===== config.mk =====
export PLATFORM = sky130hd
export DESIGN_NAME = rvsc_addr_wrap
export DESIGN_NICKNAME = d
export VERILOG_FILES = /design/src/rtl/rv32i_subset_core_top_macros.svh /design/src/rtl/rvsc_pkg.sv /design/src/rtl/rvsc_addr_wrap.sv
export SDC_FILE = /design/constraint.sdc
export NUM_CORES = 1
export LEC_CHECK = 0
export BUFFER_PORTS_ARGS = -buffer_cell sky130_fd_sc_hd__buf_2
export CAP_MARGIN = 20
export CORE_AREA = 2 2 39 41
export DETAILED_ROUTE_END_ITERATION = 10
export DIE_AREA = 0 0 41 43
export PLACE_DENSITY = 0.68
export SYNTH_ARGS = -nofsm -noshare
export SYNTH_HDL_FRONTEND = slang
export SYNTH_SLANG_ARGS = --single-unit

===== constraint.sdc =====
create_clock -name aclk -period 0.9 [get_ports aclk]
set_input_delay 0.045 -clock aclk [delete_from_list [all_inputs] [get_ports aclk]]
set_output_delay 0.045 -clock aclk [all_outputs]
set_load 0.02 [all_outputs]

===== src/rtl/rv32i_subset_core_top_macros.svh =====
// Assertion helpers for the RTL of the rv32i subset core.
`ifndef RV32I_SUBSET_CORE_TOP_MACROS_SVH
`define RV32I_SUBSET_CORE_TOP_MACROS_SVH

// Same-cycle implication, checked on aclk, off while reset is low
`define RVSC_ASSERT_HOLDS(lbl, ante, cons, msg) \
    lbl: assert property (@(posedge aclk) disable iff (!aresetn) (ante) |-> (cons)) \
        else $error(msg);

// Next-cycle implication, checked on aclk, off while reset is low
`define RVSC_ASSERT_NEXT(lbl, ante, cons, msg) \
    lbl: assert property (@(posedge aclk) disable iff (!aresetn) (ante) |=> (cons)) \
        else $error(msg);

`endif


===== src/rtl/rvsc_pkg.sv =====
`default_nettype none

package rvsc_pkg;

    // Command codes carried on s_tuser
    localparam logic [1:0] CMD_WRITE = 2'd0;
    localparam logic [1:0] CMD_READ  = 2'd1;
    localparam logic [1:0] CMD_EXEC  = 2'd2;

    // Major opcodes
    localparam logic [6:0] OP_IMM    = 7'd19;
    localparam logic [6:0] OP_JALR   = 7'd103;
    localparam logic [6:0] OP_REG    = 7'd51;
    localparam logic [6:0] OP_LUI    = 7'd55;
    localparam logic [6:0] OP_LOAD   = 7'd3;
    localparam logic [6:0] OP_STORE  = 7'd35;
    localparam logic [6:0] OP_SYSTEM = 7'd115;

    // funct3 / funct7 / funct12 values used by the subset
    localparam logic [2:0]  F3_ADD      = 3'd0;
    localparam logic [2:0]  F3_BYTE     = 3'd0;
    localparam logic [2:0]  F3_WORD     = 3'd2;
    localparam logic [2:0]  F3_BYTEU    = 3'd4;
    localparam logic [6:0]  F7_ADD      = 7'd0;
    localparam logic [11:0] F12_EBREAK  = 12'd1;

    // Byte positions within a word
    localparam logic [1:0] BYTE_FIRST = 2'd0;
    localparam logic [1:0] BYTE_LAST  = 2'd3;

    typedef struct packed {
        logic        start;
        logic [31:0] addr;
    } wrap_req_t;

    function automatic logic [31:0] imm_i(input logic [31:0] ins);
        return {{20{ins[31]}}, ins[31:20]};
    endfunction

    function automatic logic [31:0] imm_s(input logic [31:0] ins);
        return {{20{ins[31]}}, ins[31:25], ins[11:7]};
    endfunction

endpackage

`default_nettype wire


===== src/rtl/rvsc_addr_wrap.sv =====
`default_nettype none

// Reduces a 32-bit byte address modulo MEM_BYTES.
// Power of two: a mask. Otherwise in registered steps: a reciprocal
// multiply estimates the quotient, a multiply and subtract forms the
// remainder, and one compare and subtract corrects the estimate.
module rvsc_addr_wrap
    import rvsc_pkg::*;
#(
    parameter int MEM_BYTES = 1024,
    localparam int AW = $clog2(MEM_BYTES)
) (
    input  wire logic          aclk,
    input  wire logic          aresetn,
    input  wire wrap_req_t     req,
    output logic               done,
    output logic [AW-1:0]      result
);

    localparam bit          Pow2  = (MEM_BYTES & (MEM_BYTES - 1)) == 0;
    localparam logic [32:0] Span  = 33'h1_0000_0000;
    localparam logic [31:0] Recip = 32'(Span / 33'(MEM_BYTES));
    localparam logic [31:0] ModW  = 32'(MEM_BYTES);
    localparam logic [AW:0] ModR  = (AW + 1)'(MEM_BYTES);

    logic          done_reg;
    logic          est_vld_reg;
    logic          sub_vld_reg;
    logic [31:0]   val_reg;
    logic [63:0]   prod_reg;
    logic [AW:0]   diff_reg;
    logic [AW-1:0] rem_reg;
    logic [31:0]   quot;
    logic [31:0]   diff_full;
    logic [AW:0]   diff_fix;

    // quotient estimate is at most one low, so the remainder stays below 2 x MEM_BYTES
    assign quot      = prod_reg[63:32];
    assign diff_full = val_reg - quot * ModW;
    assign diff_fix  = diff_reg - ModR;

    always_ff @(posedge aclk) begin
        if (!aresetn) begin
            done_reg    <= 1'b0;
            est_vld_reg <= 1'b0;
            sub_vld_reg <= 1'b0;
        end else begin
            done_reg    <= 1'b0;
            est_vld_reg <= 1'b0;
            sub_vld_reg <= est_vld_reg;
            if (req.start) begin
                if (Pow2) begin
                    rem_reg  <= req.addr[AW-1:0];
                    done_reg <= 1'b1;
                end else begin
                    val_reg     <= req.addr;
                    prod_reg    <= {32'd0, req.addr} * {32'd0, Recip};
                    est_vld_reg <= 1'b1;
                end
            end
            if (est_vld_reg) begin
                diff_reg <= diff_full[AW:0];
            end
            if (sub_vld_reg) begin
                rem_reg  <= (diff_reg >= ModR) ? diff_fix[AW-1:0] : diff_reg[AW-1:0];
                done_reg <= 1'b1;
            end
        end
    end

    assign done   = done_reg;
    assign result = rem_reg;

endmodule

`default_nettype wire


After elaboration in Yosys (flattened, before gate mapping)
Index checks and enable logic that the tools add are counted.
{ "word_totals": {"reg_bits": 11, "out_inout_bits": 11, "wordCells": 5} }
{ "op_classes": {"muxes": 2, "n_reduce_logical": 1} }
{ "ops": {"columns": ["op", "count"], "rows": [
  ["10-bit 2-to-1 mux", 1],
  ["2-bit AND reduction", 1],
  ["1-bit 2-to-1 mux", 1]
]} }

Logic depth before layout (Yosys ltp)
Gate-level depths: netlist of the first run.
{ "depth": {"depth_word": 1, "depth_mapped": 1, "mapped_depth_nobuf": 1} }

Worst setup path after synthesis of the first run
Ideal clock, no wire load.
{ "synth_path": {"path_kind": "input-to-reg", "start": "in aresetn", "end": "reg rem_reg[0], in the netlist result[0] (enable)", "setup_time_ns": 0.343, "arrival_time_ns": 0.353, "required_time_ns": 0.557, "path_slack_ns": 0.204, "path_stages": 1, "cell_sequence": "and2_1"} }
{ "synth_between": {"elab_chain_cells": 1} }
{ "synth_lines": {"columns": ["item", "line", "source"], "rows": [
  ["from (decl)", "rvsc_addr_wrap.sv:14", "input wire logic aresetn,"],
  ["2-bit AND reduction (no line)", null, null],
  ["to (signal assigned)", "rvsc_addr_wrap.sv:53", "rem_reg <= req.addr[AW-1:0];"],
  ["to (signal assigned)", "rvsc_addr_wrap.sv:65", "rem_reg <= (diff_reg >= ModR) ? diff_fix[AW-1:0] : diff_reg[AW-1:0];"],
  ["to (decl)", "rvsc_addr_wrap.sv:32", "logic [AW-1:0] rem_reg;"]
]} }
Every way passes these cells.
A chain may end at the register's enable or synchronous reset.

Worst setup path in the final report of the first run
{ "layout_path": {"start": "reg rem_reg[8], in the netlist result[8]", "end": "out result[8]"} }
{ "layout_lines": {"columns": ["item", "line", "source"], "rows": [
  ["to (decl)", "rvsc_addr_wrap.sv:17", "output logic [AW-1:0] result"]
]} }
No word-level cell between the ends.

==> results of run 1 <==
==> cells by family (layout without fill, tap and decap cells) <==
| group | count (synthesis) | count (layout) |
|---|---|---|
| flip-flops | 11 | 11 |
| AND/OR/NAND/NOR | 2 | 2 |
| buffers and inverters | 0 | 40 |
==> cells in the mapped netlist, drive strengths merged <==
| cell | number | area (um^2) |
|---|---|---|
| and2 | 2 | 12.51 |
| dfxtp | 1 | 20.02 |
| edfxtp | 10 | 300.3 |
==> stage by stage <==
stage                     hold WS, ns  area (um^2)  setup slack, ns   power, W  instances
after global routing           0.2864        634.4         0.004742   0.001150         69
after detailed placement       0.2235        488.0           0.1814  0.0007342         53
final                          0.2826        634.4          0.05866   0.001078         69
after CTS                      0.2671        634.4          0.03492   0.001104         69
after floorplan                0.1439        332.8           0.2039  0.0006657         13
after global placement         0.2218        488.0           0.1852  0.0007303         53
==> layout make-up <==
type,instances,area share
well taps,16,0.03156
clock buffers,4,0.04142
repair buffers,36,0.4024
multi-input cells,2,0.01972
flip-flops and latches,11,0.5049
==> routing by layer <==
metal | GRT usage | vias up | wire [um]
li1 | - | 130 | -
met1 | 0.09459 | 119 | 277
met2 | 0.1781 | 22 | 375
met3 | 0.06283 | 2 | 88
met4 | 0.06000 | 0 | 5
met5 | 0 | - | 0
==> worst max path at each step <==
stage               startpoint        end  slack [ns]
floorplan              aresetn  result[0]        0.20
global placement       aresetn  result[1]        0.19
detailed placement     aresetn  result[3]        0.18
CTS                  result[8]  result[8]        0.03
global route         result[1]  result[1]       0.005
finish               result[8]  result[8]        0.06
==> tightest hold or removal path: cells and delay by family <==
| family | cells | cell delay [ns] |
|---|---|---|
| buf+inv | 2 | 0.22 |
| simple gates | 1 | 0.15 |
==> where the power goes <==
part           switching [W]  internal, W
sequential        0.00000713     0.000594
combinational      0.0000759    0.0000835
clock               0.000146     0.000171
total               0.000229     0.000848
==> impl_metrics.csv, run 1 <==
group,metric,value,unit
cells_and_area,layout.nets,89,
synth,synth_compound_area_frac,0,
setup_path,crit_chain,"buf_2",
die,core,0.001384,mm^2
die,row_count,14,
hold_path,worst_hold_path.endpoint,"result[4]",
timing,tns,0,ns
die,start_util,0.2405,
global_route,grt_pass1_vias,296,
cells_and_area,antennaDiodeCount,0,
clock_network,cts_tree,"yes",
clock_network,cts-root-buf,"clkbuf_4",
clock_network,post_cts_buffers,0,
route,wl_per_cell,10.83,um
timing,fmax,1189,MHz
timing,grt_setup_unrepaired,"false",
hold_path,min-delay-start,"req[32]",
clock_network,cts-buffers-inserted,3,
synth,synth_seq_cells,11,
place,gp_congestion,0.6063,
synth,synth_nets,48,
global_route,grt_use_total,0.1081,
setup_path,cp.arrival,0.80,ns
synth,synth_warnings,0,
synth,avgSynthCellArea,25.60,um^2
route,drt-initial-drc-count,1,
clock_network,cts_max_path_buffers,2,
cells_and_area,ff_latch_area,320.3,um^2
synth,synth_fa_ha_area_frac,0,
die,ios,46,
cells_and_area,layout_common_cells,"buf_2, dlygate4sd3_1, edfxtp_1, clkbuf_4, and2_1",
clock_network,path_clk_slew,0.06,ns
timing,hold_viol_final,0,
die,die_area,0.001763,mm^2
setup_path,max_stage_delay,0.37,ns
synth,yosys.area_share.xor_xnor,0,
route,via_per_inst,3.957,
die,dieHeight,43,um
global_route,grt_pass1_wl,1173,um
setup_path,critPathSlowestCell,"edfxtp_1",
setup_path,crit_path_max_fanout,1,
power_and_ir_drop,powerDensity,1699,mW/mm^2
clock_network,hold_buffers,12,
timing,setup_viol,0,
cells_and_area,mostFrequentLayoutCell,"buf_2",
place,numPortBuffers,23,
clock_network,htreeDepth,1,
cells_and_area,post-route-util,0.4584,
outcome,status,"complete, no violations",
setup_path,required,0.85,ns
power_and_ir_drop,ir_drop,800.1,uV
synth,netlist_area,332.8,um^2
timing,finalMaxSlewViolations,0,
setup_path,crit_buf_inv,1,
hold_path,hold_path_class,"input pin to flop",
global_route,grt_overflow,0,
route,drc,0,
setup_path,end_kind,"output port",
global_route,grt_max_degree,11,
synth,synth_top_family_by_area,"simple AND/OR/NAND/NOR gates",
route,wl,747,um
setup_path,path_depth,1,
synth,syn_inst,13,
cells_and_area,drive_gt1_frac,0.5094,
synth,muxShareOfSynthArea,0,
timing,fin_crit_sh,0.9348,
timing,tightestPinTransition,0.1207,ns
synth,synthDistinctLibCells,3,
setup_path,critPathKind,"flop to output port",
route,vias,273,
cells_and_area,largest_reg_flops,10,
timing,min_period,0.8413,ns
setup_path,crit_family,"flip-flops",
setup_path,cp-start-kind,"flop",
die,fp.dieW,41,um
hold_path,worstHoldPathCells,3,
cells_and_area,fillers,135,
power_and_ir_drop,p_leak,0.2727,nW
synth,yosys.area_share.simple,0.03759,
cells_and_area,syn_to_final_growth,90.60,%
global_route,grt_antenna_before_repair,0,
clock_network,cts_sinks,11,
timing,slew_headroom,0.9201,
route,drt-pass1-iter-count,2,
route,ant_nets,0,
synth,ys_seq_area_frac,0.9624,
clock_network,cts_resized,0,
cells_and_area,multi_input_area,12.51,um^2
run,max_cap_violations,0,
No activity file was read; power rests on OpenSTA's default activity.
==> run 2, diff against run 1 <==
Settings changed: CAP_MARGIN 20 to not set, CELL_PAD_IN_SITES_DETAIL_PLACEMENT set to 0, CELL_PAD_IN_SITES_GLOBAL_PLACEMENT set to 1, CORE_AREA 2 2 39 41 to not set, CORE_MARGIN set to 2, CORE_UTILIZATION set to 19, DIE_AREA 0 0 41 43 to not set, PLACE_DENSITY 0.68 to not set, PLACE_DENSITY_LB_ADDON set to 0.1.
==> run 2 against run 1 <==
Effect of this change: die area grew 19%; clock-buffer cell count did not move; sequential cell count did not move; combinational power shrank 3%; largest cell class unchanged.
==> impl_metrics.csv, run 2 (synthesized netlist as in run 1, its figures left out) <==
group,metric,value,unit
route,wl,677,um
clock_network,cts_sinks,11,
timing,slew_headroom,0.9242,
global_route,grt_max_degree,8,
cells_and_area,syn_to_final_growth,89.47,%
place,gp_congestion,0.5459,
cells_and_area,drive_gt1_frac,0.5185,
die,start_util,0.1970,
hold_path,hold_path_class,"input pin to flop",
hold_path,worstHoldPathCells,3,
route,vias,267,
route,via_per_inst,3.761,
global_route,grt_antenna_before_repair,0,
clock_network,htreeDepth,1,
cells_and_area,largest_reg_flops,10,
setup_path,crit_family,"flip-flops",
outcome,status,"complete, no violations",
place,numPortBuffers,23,
timing,whs,0.2304,ns
die,ios,46,
timing,finalMaxSlewViolations,0,
cells_and_area,fin_area,630.6,um^2
global_route,grt_overflow,0,
route,wl_per_cell,9.535,um
die,core,0.001689,mm^2
timing,setup_viol,0,
route,drt-pass1-iter-count,2,
route,ant_nets,0,
die,fp.dieW,45.86,um
power_and_ir_drop,p_sw,0.0002384,W
clock_network,cts_resized,0,
clock_network,cts_tree,"yes",
power_and_ir_drop,powerDensity,1718,mW/mm^2
route,dr.max_layer_used,"met3",
timing,tns,0,ns
route,drt-met1-wl,261,um
setup_path,path_depth,1,
setup_path,crit_chain,"buf_2",
timing,fin_crit_sh,0.9364,
die,die_area,0.002103,mm^2
setup_path,crit_path_max_fanout,1,
power_and_ir_drop,ir_drop,661.6,uV
clock_network,cts-root-buf,"clkbuf_4",
cells_and_area,mostFrequentLayoutCell,"buf_2",
power_and_ir_drop,switching_share,0.2200,
die,dieHeight,45.86,um
timing,tightestPinTransition,0.1145,ns
power_and_ir_drop,p_int,0.0008450,W
global_route,grt_pass1_vias,260,
power_and_ir_drop,finalPower,0.001083,W
timing,fmax,1187,MHz
run,max_cap_violations,0,
cells_and_area,antennaDiodeCount,0,
setup_path,cp.arrival,0.80,ns
global_route,grt_use_total,0.07730,
route,wl_met2,354,um
setup_path,crit_buf_inv,1,
route,drt-initial-drc-count,4,
timing,hold_viol_final,0,
setup_path,cp-start-kind,"flop",
clock_network,cts_max_path_buffers,2,
route,wl_met3,61,um
timing,min_period,0.8428,ns
timing,grt_setup_unrepaired,"false",
route,drc,0,
place,dpl_cell_area,484.2,um^2
global_route,grt_pass1_wl,1007,um
power_and_ir_drop,clkPwrFrac,0.303,
cells_and_area,layout.nets,90,
setup_path,required,0.85,ns
cells_and_area,fillers,171,
power_and_ir_drop,pwr-share-seq,0.553,
cells_and_area,post-route-util,0.3733,
setup_path,critPathSlowestCell,"edfxtp_1",
clock_network,cts-buffers-inserted,3,
power_and_ir_drop,p_comb_frac,0.143,
setup_path,critPathKind,"flop to output port",
clock_network,path_clk_slew,0.07,ns
die,row_count,15,
cells_and_area,layout_common_cells,"buf_2, dlygate4sd3_1, edfxtp_1, clkbuf_4",
power_and_ir_drop,p_leak,0.2742,nW
setup_path,end_kind,"output port",
setup_path,max_stage_delay,0.37,ns
-- run 2: per-layer routing --
metal | vias to the layer above | global-route usage
li1 | 131 | -
met1 | 124 | 0.06880
met2 | 12 | 0.1167
met3 | 0 | 0.05159
met4 | 0 | 0.06857
met5 | - | 0
-- run 2: layout make-up --
cell class / count / area, um^2 / share of cell area
sequential: 11 / 320.3 / 0.5079
timing repair buffer: 37 / 250.2 / 0.3968
clock buffer: 4 / 26.28 / 0.04167
tap: 17 / 21.27 / 0.03373
multi-input combinational: 2 / 12.51 / 0.01984
-- run 2: through the flow --
stage | setup slack (ns) | instances
2_1_floorplan | 0.2039 | 13
3_3_place_gp | 0.1795 | 55
3_5_place_dp | 0.1726 | 55
4_1_cts | 0.04214 | 70
5_1_grt | 0.007643 | 71
6_report | 0.05724 | 71
-- run 2: worst paths after layout --
kind	from	endpoint	slack, ns
hold / removal	req[32]	result[8]	0.23
setup / recovery	result[8]	result[8]	0.06
-- run 2: power by group through the flow --
stage                     combinational, W  sequential, W  clock [W]
final                             0.000155       0.000600   0.000329
after global routing              0.000167       0.000602   0.000377
after CTS                         0.000154       0.000600   0.000349
after detailed placement          0.000117       0.000611          0
after global placement            0.000115       0.000611          0
after floorplan                 0.00000873       0.000657          0
-- run 2: timing repair --
item	CTS	global route
buffers inserted	0	0
hold endpoints to repair	11	1
hold buffers	11	1
==> run 3, diff against run 2 <==
Settings changed: CORE_MARGIN 2 to 3.
==> run 3 against run 2 <==
Effect of this change: via count fell by 1.9%; first-iteration DRC count grew 50%; critical path depth unchanged; worst setup slack improved by 0.014 ns; hold slack improved by 0.027 ns; power decreased by 0.95%; combinational power barely moved; sequential cell count did not move; sequential share of layout area increased by 0.10 points; critical endpoint is now result[9]; routed wire length up 4.9%; fmax rose by 1.6%.
==> impl_metrics.csv, run 3 (synthesized netlist as in run 1, its figures left out) <==
group,metric,value,unit
route,dr.max_layer_used,"met3",
die,dieHeight,47.86,um
clock_network,htreeDepth,1,
cells_and_area,layout.nets,90,
clock_network,cts_max_path_buffers,2,
place,numPortBuffers,23,
route,drc,0,
clock_network,post_cts_buffers,0,
setup_path,crit_family,"flip-flops",
setup_path,end_kind,"output port",
setup_path,critPathKind,"flop to output port",
place,gp_congestion,0.5793,
cells_and_area,fillers,157,
die,die_area,0.002290,mm^2
cells_and_area,largest_reg_flops,10,
setup_path,cp-start-kind,"flop",
setup_path,crit_path_max_fanout,1,
power_and_ir_drop,p_int,0.0008453,W
route,via_per_inst,3.743,
cells_and_area,mostFrequentLayoutCell,"buf_2",
cells_and_area,drive_gt1_frac,0.5185,
cells_and_area,post-route-util,0.3992,
global_route,grt_pass1_vias,275,
timing,hold_viol_final,0,
setup_path,critPathSlowestCell,"edfxtp_1",
setup_path,required,0.85,ns
cells_and_area,syn_to_final_growth,89.10,%
route,vias,262,
die,row_count,14,
setup_path,cp.arrival,0.78,ns
global_route,grt_antenna_before_repair,0,
timing,setup_viol,0,
setup_path,path_depth,1,
timing,tightestPinTransition,0.1130,ns
hold_path,worstHoldPathCells,3,
power_and_ir_drop,p_sw,0.0002278,W
power_and_ir_drop,clkPwrFrac,0.296,
cells_and_area,antennaDiodeCount,0,
timing,min_period,0.8291,ns
power_and_ir_drop,p_comb_frac,0.145,
route,wl_met2,411,um
run,max_cap_violations,0,
die,ios,46,
global_route,grt_pass1_wl,1117,um
timing,fin_crit_sh,0.9212,
power_and_ir_drop,switching_share,0.2123,
die,fp.dieW,47.86,um
route,wl_per_cell,10.14,um
power_and_ir_drop,pwr-share-seq,0.559,
die,core,0.001577,mm^2
clock_network,cts_sinks,11,
power_and_ir_drop,ir_drop,619.8,uV
clock_network,cts-buffers-inserted,3,
setup_path,crit_chain,"buf_2",
setup_path,crit_buf_inv,1,
route,ant_nets,0,
route,wl,710,um
timing,slew_headroom,0.9252,
global_route,grt_overflow,0,
outcome,status,"complete, no violations",
global_route,grt_max_degree,7,
route,drt-initial-drc-count,6,
clock_network,cts_tree,"yes",
timing,tns,0,ns
route,drt-met1-wl,238,um
place,dp_hpwl,515.6,um
clock_network,path_clk_slew,0.06,ns
global_route,grt_use_total,0.07563,
power_and_ir_drop,p_leak,0.2742,nW
cells_and_area,layout_common_cells,"buf_2, dlygate4sd3_1, edfxtp_1, clkbuf_4",
timing,grt_setup_unrepaired,"false",
die,start_util,0.2111,
hold_path,hold_path_class,"input pin to flop",
route,drt-pass1-iter-count,2,
clock_network,cts_resized,0,
clock_network,cts-root-buf,"clkbuf_4",
setup_path,max_stage_delay,0.36,ns
route,wl_met3,60,um
timing,fmax,1206,MHz
power_and_ir_drop,powerDensity,1705,mW/mm^2
timing,finalMaxSlewViolations,0,
run 3: cell counts in the layout (fill, tap and decap cells not counted):
Identical to the previous run, type by type.
run 3: final timing paths:
kind | from | to | slack, ns
worst min-delay path | req[32] | result[5] | 0.26
worst max-delay path | result[9] | result[9] | 0.07
run 3: cell type report:
| class | count | area, um^2 | area share |
|---|---|---|---|
| clock buffer | 4 | 26.28 | 0.04175 |
| multi-input combinational | 2 | 12.51 | 0.01988 |
| sequential | 11 | 320.3 | 0.5089 |
| tap | 16 | 20.02 | 0.03181 |
| timing repair buffer | 37 | 250.2 | 0.3976 |
run 3: power groups by stage:
stage | Combinational, W | Clock, W | Sequential [W]
after floorplan | 0.00000873 | 0 | 0.000657
after global placement | 0.000115 | 0 | 0.000611
after detailed placement | 0.000117 | 0 | 0.000611
after CTS | 0.000158 | 0.000342 | 0.000600
after global routing | 0.000170 | 0.000364 | 0.000602
final | 0.000155 | 0.000318 | 0.000600
run 3: repair_timing:
action / CTS / global route
hold buffers: 12 / 0
hold endpoints to repair: 11 / 0
setup endpoints to repair: 0 / 0
run 3: per-layer routing:
layer	vias up	GRT usage
met5	-	0
met4	0	0.01613
met2	15	0.1372
met1	116	0.06621
met3	0	0.05639
li1	131	-
run 3: metrics by stage:
stage                     power (W)  setup WS (ns)  hold slack [ns]  cells  instance area, um^2
after detailed placement  0.0007286         0.1587           0.2231     54                483.0
final                      0.001073        0.07090           0.2572     70                629.4
after global routing       0.001137        0.02031           0.2851     70                629.4
after CTS                  0.001100        0.04391           0.2549     70                629.4
after global placement    0.0007257         0.1979           0.2217     54                483.0
after floorplan           0.0006657         0.2039           0.1439     13                332.8
